[src/rtl/core/playback_fifo_with_prebuffer_core_defines.svh]
// Assertion macros shared by the playback FIFO RTL.
`ifndef PLAYBACK_FIFO_WITH_PREBUFFER_CORE_DEFINES_SVH
`define PLAYBACK_FIFO_WITH_PREBUFFER_CORE_DEFINES_SVH

// Same-cycle implication, checked on aclk outside reset.
`define PFP_ASSERT_NOW(label, ante, cons, msg) \
    label: assert property (@(posedge aclk) disable iff (!aresetn) (ante) |-> (cons)) \
        else $error(msg);

// Next-cycle implication, checked on aclk outside reset.
`define PFP_ASSERT_NEXT(label, ante, cons, msg) \
    label: assert property (@(posedge aclk) disable iff (!aresetn) (ante) |=> (cons)) \
        else $error(msg);

`endif

[src/rtl/core/pfp_pkg.sv]
// Package with the widths, opcodes, state types and interface structs of the playback FIFO.
package pfp_pkg;

    localparam int SAMPLE_W     = 16;
    localparam int CAPACITY     = 8192;
    localparam int PTR_W        = $clog2(CAPACITY);
    localparam int LEVEL_W      = 16;
    localparam int DROP_W       = 32;
    localparam int SQ_W         = 31;
    localparam int SUM_W        = 43;
    localparam int CNT_W        = 13;
    localparam int MAX_BLOCK    = 4096;
    localparam int DIV_STEPS    = SUM_W;
    localparam int SQRT_STEPS   = 16;
    localparam int REM_W        = 20;
    localparam int OP_W         = 3;
    localparam int PREBUF_W     = 13;
    localparam int PREBUF_RESET = 2048;
    localparam int IN_TDATA_W   = 24;
    localparam int OUT_TDATA_W  = 80;

    localparam logic [OP_W-1:0] OP_PUSH  = 3'd0;
    localparam logic [OP_W-1:0] OP_START = 3'd1;
    localparam logic [OP_W-1:0] OP_END   = 3'd2;
    localparam logic [OP_W-1:0] OP_FLUSH = 3'd3;
    localparam logic [OP_W-1:0] OP_POP   = 3'd4;

    typedef enum logic [2:0] {
        ST_IDLE,
        ST_EXEC,
        ST_ACC,
        ST_LEVEL,
        ST_FINISH
    } pfp_state_t;

    typedef enum logic [1:0] {
        LV_IDLE,
        LV_DIV,
        LV_SQRT
    } lv_state_t;

    typedef struct packed {
        logic             start;
        logic [SUM_W-1:0] sum;
        logic [CNT_W-1:0] count;
    } lvl_req_t;

    typedef struct packed {
        logic               done;
        logic [LEVEL_W-1:0] root;
    } lvl_rsp_t;

endpackage

[src/rtl/core/pfp_level_unit.sv]
// Block level unit: restoring divide then integer square root on one shared subtractor.
module pfp_level_unit (
    input  logic              aclk,
    input  logic              aresetn,
    input  pfp_pkg::lvl_req_t lvl_req,
    output pfp_pkg::lvl_rsp_t lvl_rsp
);
    import pfp_pkg::*;

    localparam int STEP_W = $clog2(DIV_STEPS);

    lv_state_t          state_reg, state_next;
    logic [SUM_W-1:0]   dq_reg, dq_next;
    logic [CNT_W-1:0]   div_reg, div_next;
    logic [REM_W-1:0]   rem_reg, rem_next;
    logic [LEVEL_W-1:0] root_reg, root_next;
    logic [STEP_W-1:0]  step_reg, step_next;
    logic               done_reg, done_next;

    logic [REM_W-1:0]   sub_a, sub_b;
    logic [REM_W:0]     sub_diff;
    logic               sub_ge;
    logic               div_last, sqrt_last;

    // The one subtractor: serves the divide and the root trial alike.
    assign sub_diff = {1'b0, sub_a} - {1'b0, sub_b};
    assign sub_ge   = !sub_diff[REM_W];

    assign div_last  = (step_reg == STEP_W'(DIV_STEPS - 1));
    assign sqrt_last = (step_reg == STEP_W'(SQRT_STEPS - 1));

    always_comb begin
        unique case (state_reg)
            LV_DIV: begin
                sub_a = {{(REM_W-CNT_W-1){1'b0}}, rem_reg[CNT_W-1:0], dq_reg[SUM_W-1]};
                sub_b = {{(REM_W-CNT_W){1'b0}}, div_reg};
            end
            LV_SQRT: begin
                sub_a = {rem_reg[REM_W-3:0], dq_reg[2*SQRT_STEPS-1:2*SQRT_STEPS-2]};
                sub_b = {{(REM_W-LEVEL_W-2){1'b0}}, root_reg, 2'b01};
            end
            default: begin
                sub_a = '0;
                sub_b = '0;
            end
        endcase
    end

    // Next state.
    always_comb begin
        state_next = state_reg;
        unique case (state_reg)
            LV_IDLE: if (lvl_req.start) state_next = LV_DIV;
            LV_DIV:  if (div_last) state_next = LV_SQRT;
            LV_SQRT: if (sqrt_last) state_next = LV_IDLE;
            default: state_next = LV_IDLE;
        endcase
    end

    // Datapath updates driven by the state.
    always_comb begin
        dq_next   = dq_reg;
        div_next  = div_reg;
        rem_next  = rem_reg;
        root_next = root_reg;
        step_next = step_reg;
        done_next = 1'b0;
        unique case (state_reg)
            LV_IDLE: begin
                if (lvl_req.start) begin
                    dq_next   = lvl_req.sum;
                    div_next  = lvl_req.count;
                    rem_next  = '0;
                    step_next = '0;
                end
            end
            LV_DIV: begin
                rem_next = sub_ge ? sub_diff[REM_W-1:0] : sub_a;
                dq_next  = {dq_reg[SUM_W-2:0], sub_ge};
                if (div_last) begin
                    rem_next  = '0;
                    root_next = '0;
                    step_next = '0;
                end else begin
                    step_next = step_reg + 1'b1;
                end
            end
            LV_SQRT: begin
                rem_next  = sub_ge ? sub_diff[REM_W-1:0] : sub_a;
                root_next = {root_reg[LEVEL_W-2:0], sub_ge};
                dq_next   = {dq_reg[SUM_W-3:0], 2'b00};
                step_next = step_reg + 1'b1;
                done_next = sqrt_last;
            end
            default: ;
        endcase
    end

    always_ff @(posedge aclk) begin
        if (!aresetn) begin
            state_reg <= LV_IDLE;
            done_reg  <= 1'b0;
        end else begin
            state_reg <= state_next;
            done_reg  <= done_next;
        end
        dq_reg   <= dq_next;
        div_reg  <= div_next;
        rem_reg  <= rem_next;
        root_reg <= root_next;
        step_reg <= step_next;
    end

    assign lvl_rsp.done = done_reg;
    assign lvl_rsp.root = root_reg;

endmodule

[config.mk]
export PLATFORM = sky130hd
export DESIGN_NAME = pfp_level_unit
export DESIGN_NICKNAME = d
export VERILOG_FILES = /design/src/rtl/core/playback_fifo_with_prebuffer_core_defines.svh /design/src/rtl/core/pfp_pkg.sv /design/src/rtl/core/pfp_level_unit.sv
export SDC_FILE = /design/constraint.sdc
export NUM_CORES = 1
export LEC_CHECK = 0
export ABC_AREA = 1
export BUFFER_PORTS_ARGS = -buffer_cell sky130_fd_sc_hd__buf_2
export CAP_MARGIN = 5
export CORE_UTILIZATION = 40
export CTS_BUF_LIST = sky130_fd_sc_hd__clkbuf_8
export CTS_CLUSTER_DIAMETER = 60
export CTS_CLUSTER_SIZE = 12
export DETAILED_ROUTE_END_ITERATION = 7
export HOLD_SLACK_MARGIN = 0.03
export SETUP_SLACK_MARGIN = 0.4
export SLEW_MARGIN = 20
export SYNTH_ARGS = -nofsm -noshare
export SYNTH_HDL_FRONTEND = slang
export SYNTH_SLANG_ARGS = --single-unit
[constraint.sdc]
create_clock -name aclk -period 10.1 [get_ports aclk]
set_input_delay 2.02 -clock aclk [delete_from_list [all_inputs] [get_ports aclk]]
set_output_delay 2.02 -clock aclk [all_outputs]
set_load 0.01 [all_outputs]
==> summary.md, run 1 <==
| Metric | Value |
|---|---|
| Outcome | `finished clean` |
| Num rows | `43` |
| Worst hold margin | `516.9 ps` |
| Post-cts sizing count | `0` |
| Slowest stage delay, CP | `640 ps` |
| Mapped Cells | `667` |
| Hpwl dp | `9853 µm` |
| Least-Margin Pin Slew | `1021 ps` |
| Maxcap violations | `0` |
| Max_slew headroom | `31.95%` |
| Clock latency on the worst-skew pair | `390 ps` |
| Final-layout fill cell count | `1374` |
| Initial core utilization | `41.54%` |
| WP buf/inv | `5` |
| Vias in the first global route | `4602` |
| CP Launch Type | `flip-flop` |
| FFs w/ async S/R, synth | `0%` |
| Met2 wire len | `6106 µm` |
| Critical path cell sequence | `inv_1 -> ha_1 -> nand2_1 -> buf_4 -> clkinv_1 -> a21oi_1 -> ha_1 -> inv_1 -> fa_1 -> nand3_1 -> nand2_1 -> nand3_2 -> nand3_4 -> inv_1 -> nand2_1 -> nand2_1 -> nor2_1` |
| Met3 Wirelength | `640 µm` |
| Crit. End Element | `flip-flop` |
| Most Frequent Cell on Critical Path | `nand2_1` |
| Area contributors post-synth | `edfxtp_1 (49%), nand2_1 (11%), inv_1 (8.4%), o221ai_1 (5.6%), ha_1 (5.1%)` |
| Crit path kind | `flip-flop to flip-flop` |
| Critical Path RT | `10250 ps` |
| Num CTS Buffers | `9` |
| RSZ-0062 raised after global routing | `false` |
| Seq/Total Area, Yosys | `50.45%` |
| Setup bufs post-CTS | `0` |
| Final Net Count | `816` |
| Bufs on Longest Clock Path | `2` |
| Worst setup startpoint | `state_reg[0]$_SDFFE_PN0P_` |
| WL met1 | `6961 µm` |
| ANT cells | `0` |
| WL final | `14010 µm` |
| Highest routed layer | `met4` |
| Worst-path fanout max | `53` |
| #FFs+latches synth | `99` |
| Hold Crit Class | `flip-flop to flip-flop` |
| First-pass GRT wire length | `22890 µm` |
| Layout cells sized above 1 | `14.11%` |
| CTS Hold Buffers Added | `0` |
| Synth Area per Inst | `8.745 µm²` |
| Max reg flops | `43` |
| P&R area growth vs syn | `12.27%` |
| Synthesis Warnings | `0` |
| Setup TNS Final | `0 ps` |
| Post-DRT Antenna Nets | `0` |
| H-tree depth | `3` |
| Hold Fails Final Rpt | `0` |
| Routed len/inst | `15.27 µm` |
| Crit path max-delay family | `buffers and inverters` |
| Synth Flop Type | `edfxtp_1` |
| Min Tclk post-route | `4679 ps` |
| Sink Count | `99` |
| Root Driver | `clkbuf_8` |
| Area of the multi-input gates | `2272 µm²` |
| Post-synth cell types | `40` |
| Syn nets | `751` |
| Fmax | `0.2137 GHz` |
| Number of I/O pins | `76` |
| Synthesized area | `5833 µm²` |
| Post-synth top cells | `nand2_1 (167), inv_1 (130), edfxtp_1 (96), nor2_1 (48), o221ai_1 (37)` |
| CTS tree | `done` |
| Largest net degree at the start of global routing | `68` |
| Antenna violations before repair | `0` |
| PortBufs | `75` |
| Clock slew at reported path FFs | `100 ps` |
| Fin area | `6549 µm²` |
| R2r startpoint | `state_reg[0]$_SDFFE_PN0P_` |
| Drc violations | `0` |
| Via/cell ratio | `5.191` |
| Setup violations, final | `0` |
| Pins over their slew limit | `0` |
| Skew final | `14.90 ps` |
| Die width | `122.8 µm` |
| Core area | `14040 µm²` |
| Reg area | `2943 µm²` |
| Yosys top cell by area | `edfxtp_1` |
| GRT Util Overall | `19.81%` |
| Gr ovfl total | `0` |
| Placed Area | `6345 µm²` |
| Top cell type's share of synthesized area | `49.42%` |
| Worst Hold Launch | `state_reg[0]$_SDFFE_PN0P_` |
| DIE AREA | `15070 µm²` |
| Critical path's slowest cell | `clkinv_1` |
| WP data arrival | `4830 ps` |
| Die height | `122.8 µm` |
| Count leader, synth | `nand2_1` |
| TritonRoute pass-1 iters | `5` |
| Routability cong. | `0.8685` |
| Routed vias | `4760` |
| EDFF count, synth | `96` |
| Starting DRC count in detailed routing | `395` |
| Final worst path period share | `46.33%` |
## layout make-up
class / count / area share (%)
repair buffers: 79 / 6.190
multi-input cells: 410 / 34.70
clock inverters: 6 / 1.013
flip-flops and latches: 99 / 44.94
inverters: 133 / 7.623
well taps: 180 / 3.439
clock buffers: 10 / 2.102
## worst min-delay path: stages, from the launching register on
cell and delay [ps]:
dfxtp_1 350, nand2_1 70, a21oi_1 50
## worst paths after layout
| path | endpoint | slack (ps) | depth (start not counted) |
|---|---|---|---|
| setup / recovery | rem_reg[0]$_DFFE_PP_ | 5420 | 17 |
| setup reg to reg | rem_reg[0]$_DFFE_PP_ | 5420 | 17 |
| hold / removal | state_reg[0]$_SDFFE_PN0P_ | 520 | 2 |
| hold reg to reg | state_reg[0]$_SDFFE_PN0P_ | 520 | 2 |
## layout by cell type (no fill, tap or decap), types with 2 or more instances in the layout
cell,Yosys,layout
nand2_1,167,167
inv_1,130,132
edfxtp_1,96,96
buf_2,4,75
nor2_1,48,48
o221ai_1,37,37
nand3_1,26,26
ha_1,24,24
a21oi_1,24,23
o21ai_1,16,16
a22oi_1,11,11
o22ai_1,11,11
o21ai_0,11,10
clkbuf_8,0,10
xnor2_1,7,7
nand4_1,4,4
nor3_1,4,4
buf_4,2,4
o211ai_1,3,3
dfxtp_1,3,3
inv_2,2,2
nand3_2,2,2
a21oi_2,1,2
o21bai_1,2,2
nor3b_1,2,2
## through the flow
step,utilization [%],setup WS (ps),instances
6_report,46.64,5421,917
3_5_place_dp,45.18,5468,901
4_1_cts,46.64,5459,917
2_1_floorplan,-,3756,667
5_1_grt,46.64,4957,917
3_3_place_gp,45.18,5592,901
## layer usage
| layer | track usage [%] | vias to the layer above |
|---|---|---|
| met2 | 30.06 | 131 |
| met5 | 0 | - |
| met1 | 27.88 | 2233 |
| met3 | 3.346 | 20 |
| li1 | - | 2376 |
| met4 | 8.232 | 0 |
## logic make-up (layout without fill, tap and decap cells)
kind of cell	after synthesis	after routing	synth area share (%)
xor gates and xnor gates	8	8	1.201
buffers and inverters	158	228	10.85
DFF	99	99	50.45
AOI/OAI and AO/OA	119	119	13.75
and+or+nand+nor	258	258	18.25
adders and majority gates	25	25	5.491
Power of run 1 is not shown: default switching activity piles up to over one toggle a cycle in this logic, so the estimate is an artifact.
==> run 2: changes to the inputs <==
Clock period 10.1 ns to 4.4 ns, I/O delays scaled along.
==> run 2 against run 1 <==
Compared with the run above: clock skew fell by 3.1 ps; wire length decreased by 0.73%; register-to-register slack got worse by 4800 ps; fmax is 25% higher; global-route usage shrank 0.71 points; worst hold slack improved by 38 ps.
==> summary.md, run 2 (same netlist as run 1, synthesis figures left out) <==
| Metric | Value |
|---|---|
| Starting DRC count in detailed routing | `441 (+12%)` |
| Gr ovfl total | `0 (unchanged)` |
| Setup TNS Final | `0 ps (unchanged)` |
| Die width | `122.8 µm (unchanged)` |
| CP Launch Type | `flip-flop` |
| ANT cells | `0 (unchanged)` |
| Routed vias | `4794 (+0.71%)` |
| GRT Util Overall | `19.10% (-0.71 points)` |
| Crit path kind | `flip-flop to flip-flop` |
| Dpl cells | `904 (+0.33%)` |
| H-tree depth | `3 (unchanged)` |
| Critical Path RT | `4560 ps (-5690 ps)` |
| Hold Crit Class | `flip-flop to flip-flop` |
| CTS tree | `done` |
| PortBufs | `75 (unchanged)` |
| DIE AREA | `15070 µm² (unchanged)` |
| Bufs on Longest Clock Path | `2 (unchanged)` |
| Pins over their slew limit | `0 (unchanged)` |
| Sink Count | `99 (unchanged)` |
| Core area | `14040 µm² (unchanged)` |
| Max reg flops | `43 (unchanged)` |
| Least-Margin Pin Slew | `953.7 ps (-67.08 ps)` |
| Final Net Count | `820 (+0.49%)` |
| WP data arrival | `3910 ps (-920 ps)` |
| Hpwl dp | `9816 µm (-0.38%)` |
| Layout cells sized above 1 | `14.98% (+0.87 points)` |
| WL final | `13900 µm (-0.73%)` |
| Num rows | `43 (unchanged)` |
| Post-DRT Antenna Nets | `0 (unchanged)` |
| Initial core utilization | `41.54% (unchanged)` |
| Root Driver | `clkbuf_8` |
| Antenna violations before repair | `0 (unchanged)` |
| Worst-path fanout max | `17 (-68%)` |
| Utilization after layout | `47.05% (+0.41 points)` |
| First-pass GRT wire length | `21920 µm (-4.2%)` |
| Outcome | `finished clean` |
| Fmax | `0.2662 GHz (+25%)` |
| Most frequent cells in the layout | `nand2_1 (167), inv_1 (131), edfxtp_1 (96), buf_2 (75), nor2_1 (48)` |
| R2R setup slack | `640 ps (-4780 ps)` |
| Clock latency on the worst-skew pair | `390 ps (about the same)` |
| Number of I/O pins | `76 (unchanged)` |
| Setup bufs post-CTS | `0 (unchanged)` |
| Most common cell after layout, fill and taps aside | `nand2_1` |
| P&R area growth vs syn | `13.26%` |
| Max_slew headroom | `36.42% (+4.5 points)` |
| Via/cell ratio | `5.205 (+0.28%)` |
| Routability cong. | `0.9861 (+14%)` |
| Clock slew at reported path FFs | `100 ps (about the same)` |
| Num CTS Buffers | `9 (unchanged)` |
| Maxcap violations | `0 (unchanged)` |
| Min Tclk post-route | `3757 ps (-922.4 ps)` |
| Routed len/inst | `15.10 µm (-1.2%)` |
| Skew final | `11.84 ps (-3.056 ps)` |
| Crit. End Element | `flip-flop` |
| Largest net degree at the start of global routing | `68 (unchanged)` |
| Die height | `122.8 µm (unchanged)` |
| Hold Fails Final Rpt | `0 (unchanged)` |
| TritonRoute pass-1 iters | `5 (unchanged)` |
| Vias in the first global route | `4443 (-3.5%)` |
| RSZ-0062 raised after global routing | `true` |
| Drc violations | `0 (unchanged)` |
| Setup violations, final | `0 (unchanged)` |
| Final worst path period share | `85.38% (+39 points)` |
| Non-Filler Instances | `921 (+0.44%)` |
-- run 2: cell types whose count changed in the layout (fill, tap and decap cells not counted), sizes merged --
cell      before  now
buf           79   82
nand3         29   30
inv          136  135
clkbuf        10    9
clkinv         2    3
clkinvlp       0    1
-- run 2: metrics by stage --
step / setup WS (ps) / instance area [µm²] / hold WS, ps
floorplan: 1153 / 5837 / 471.5
global placement: 604.4 / 6367 / 487.3
detailed placement: 493.3 / 6367 / 545.3
CTS: 498.3 / 6579 / 559.6
global route: 399.0 / 6606 / 584.2
finish: 643.5 / 6606 / 555.0
-- run 2: worst max-delay path: stages (launching register included) --
cell and delay, ps:
dfxtp_1 400, inv_1 80, ha_2 480, nand2_1 260, buf_4 270, o22ai_1 350
ha_1 360, a21oi_1 210, nand2_1 100, inv_1 100, nand2_1 60, nand2_1 190
nand3_4 270, inv_1 210, nand2_1 70, nand2_1 60, nor2_1 50
-- run 2: timing repair --
item,in CTS,in global routing
resized for setup,0,4
hold buffers,0,0
endpoints found under the hold margin,0,0
endpoints found under the setup margin,0,20
-- run 2: area by class of cell --
type | instances | area, µm²
multi-input combinational | 411 | 2292
timing repair buffer | 82 | 431.7
fill | 1369 | 7436
tap | 180 | 225.2
clock inverter | 7 | 87.58
inverter | 133 | 503.0
clock buffer | 9 | 123.9
sequential | 99 | 2943
-- run 2: path summary, 6_finish.rpt --
check                                          startpoint                        end  cells past startpoint
worst max-delay path            state_reg[0]$_SDFFE_PN0P_       rem_reg[0]$_DFFE_PP_                     16
worst min register to register  state_reg[0]$_SDFFE_PN0P_  state_reg[0]$_SDFFE_PN0P_                      2
worst min-delay path            state_reg[0]$_SDFFE_PN0P_  state_reg[0]$_SDFFE_PN0P_                      2
worst max register to register  state_reg[0]$_SDFFE_PN0P_       rem_reg[0]$_DFFE_PP_                     16
-- run 2: routing by layer --
metal / GRT usage (%) / up-vias / share of wire, %
met2: 29.67 / 162 / 44
met4: 7.012 / 0 / 2.2
li1: - / 2385 / -
met1: 26.45 / 2226 / 48
met3: 3.578 / 21 / 5.8
met5: 0 / - / 0
Power of run 2 is left out for the same reason.
==> run 3: changes to the inputs <==
Settings changed: HOLD_SLACK_MARGIN 0.03 to default.
Clock period 4.4 ns to 4.81 ns, I/O delays scaled along.
==> run 3 against run 2 <==
Compared with the run above: register-to-register slack better by 120 ps; critical path depth unchanged; worst setup slack better by 120 ps; first-iteration DRC count down 13%; utilization down 0.37 points; cell area down 0.80%; sequential cell count unchanged; worst hold slack worse by 40 ps; largest cell class unchanged; highest routed layer unchanged.
==> summary.md, run 3 (same netlist as run 1, synthesis figures left out) <==
| Metric | Value |
|---|---|
| Initial core utilization | `41.54% (unchanged)` |
| Vias in the first global route | `4611 (+3.8%)` |
| Routability cong. | `0.9468 (-4.0%)` |
| Bufs on Longest Clock Path | `2 (unchanged)` |
| Clock slew at reported path FFs | `90 ps (about the same)` |
| Die width | `122.8 µm (unchanged)` |
| Largest net degree at the start of global routing | `68 (unchanged)` |
| R2R setup slack | `770 ps (+120 ps)` |
| Die height | `122.8 µm (unchanged)` |
| Hold Crit Class | `flip-flop to flip-flop` |
| Num rows | `43 (unchanged)` |
| Via/cell ratio | `5.166 (-0.74%)` |
| Most Frequent Cell on Critical Path | `nand2_1` |
| WP data arrival | `4190 ps (+280 ps)` |
| Number of I/O pins | `76 (unchanged)` |
| Post-cts sizing count | `0 (unchanged)` |
| Most common cell after layout, fill and taps aside | `nand2_1` |
| CTS Hold Buffers Added | `0 (unchanged)` |
| Num CTS Buffers | `9 (unchanged)` |
| Starting DRC count in detailed routing | `384 (-13%)` |
| Final Net Count | `818 (-0.24%)` |
| Maxcap violations | `0 (unchanged)` |
| Critical path's slowest cell | `ha_1` |
| Hpwl dp | `9698 µm (-1.2%)` |
| Outcome | `finished clean` |
| Min Tclk post-route | `4042 ps (+285.5 ps)` |
| Sink Count | `99 (unchanged)` |
| ANT cells | `0 (unchanged)` |
| PortBufs | `75 (unchanged)` |
| WL final | `13550 µm (-2.5%)` |
| Setup TNS Final | `0 ps (unchanged)` |
| TritonRoute pass-1 iters | `7 (+2)` |
| Critical Path RT | `4960 ps (+400 ps)` |
| Gr ovfl total | `0 (unchanged)` |
| Setup violations, final | `0 (unchanged)` |
| Skew final | `10.71 ps (-1.129 ps)` |
| Crit path max-delay family | `adder cells` |
| Core area | `14040 µm² (unchanged)` |
| DIE AREA | `15070 µm² (unchanged)` |
| Drc violations | `0 (unchanged)` |
| Worst-path fanout max | `34 (+17)` |
| Setup bufs post-CTS | `0 (unchanged)` |
| P&R area growth vs syn | `12.36%` |
| WP buf/inv | `4 (unchanged)` |
| Dpl cells | `903 (-0.11%)` |
| CP Launch Type | `flip-flop` |
| Hold Fails Final Rpt | `0 (unchanged)` |
| Layout cells sized above 1 | `14.21% (-0.77 points)` |
| Pins over their slew limit | `0 (unchanged)` |
| GRT Util Overall | `19.44% (+0.35 points)` |
| Final worst path period share | `84.03% (-1.3 points)` |
| Max reg flops | `43 (unchanged)` |
| Worst hold margin | `514.6 ps (-40.38 ps)` |
| Clock latency on the worst-skew pair | `390 ps (about the same)` |
| Slowest stage delay, CP | `470 ps (about the same)` |
| Routed vias | `4748 (-0.96%)` |
| Routed len/inst | `14.75 µm (-2.3%)` |
| Crit path kind | `flip-flop to flip-flop` |
| Critical path cell sequence | `inv_1 -> ha_1 -> nand2_1 -> clkinv_1 -> a21oi_1 -> ha_1 -> inv_1 -> fa_1 -> nand3_1 -> nand2_1 -> nand3_2 -> nand3_4 -> inv_1 -> nand2_1 -> nand2_1 -> nor2_1` |
| Utilization after layout | `46.67% (-0.37 points)` |
| Crit. End Element | `flip-flop` |
| Max_slew headroom | `40.36% (+3.9 points)` |
| Root Driver | `clkbuf_8` |
| Non-Filler Instances | `919 (-0.22%)` |
| Antenna violations before repair | `0 (unchanged)` |
| First-pass GRT wire length | `22310 µm (+1.8%)` |
| Post-DRT Antenna Nets | `0 (unchanged)` |
| Least-Margin Pin Slew | `894.7 ps (-59.05 ps)` |
| RSZ-0062 raised after global routing | `false` |
| Most frequent cells in the layout | `nand2_1 (167), inv_1 (131), edfxtp_1 (96), buf_2 (75), nor2_1 (48)` |
| H-tree depth | `3 (unchanged)` |
| Fmax | `0.2474 GHz (-7.1%)` |
| CTS tree | `done` |
run 3: area by class of cell:
class,instances,area (µm²)
clock buffers,9,123.9
clock inverters,7,73.82
fillers,1411,7488
inverters,133,499.2
multi-input cells,410,2268
flip-flops and latches,99,2943
well taps,180,225.2
repair buffers,81,420.4
run 3: per-stage QoR:
stage | setup WS [ps] | instance area, µm²
final | 767.9 | 6554
after global routing | 421.5 | 6554
after CTS | 797.3 | 6554
after detailed placement | 816.2 | 6356
after global placement | 878.3 | 6356
after floorplan | 1563 | 5837
run 3: layer usage:
| metal | part of all wire [%] | global-route usage (%) | vias to the layer above |
|---|---|---|---|
| li1 | - | - | 2376 |
| met1 | 48 | 26.45 | 2206 |
| met2 | 44 | 29.63 | 140 |
| met3 | 5.2 | 4.926 | 26 |
| met4 | 2.4 | 7.546 | 0 |
| met5 | 0 | 0 | - |
run 3: worst min-delay path, cell delays in order, from the launching register on:
cell and delay [ps]:
dfxtp_1 350, nand2_1 80, a21oi_1 50
run 3: worst paths after layout:
kind,start,to,cells after the start
worst max-delay path,state_reg[0]$_SDFFE_PN0P_,rem_reg[0]$_DFFE_PP_,16
worst min-delay path,state_reg[0]$_SDFFE_PN0P_,state_reg[0]$_SDFFE_PN0P_,2
worst max register to register,state_reg[0]$_SDFFE_PN0P_,rem_reg[0]$_DFFE_PP_,16
worst min register to register,state_reg[0]$_SDFFE_PN0P_,state_reg[0]$_SDFFE_PN0P_,2
Power of run 3 is left out for the same reason.
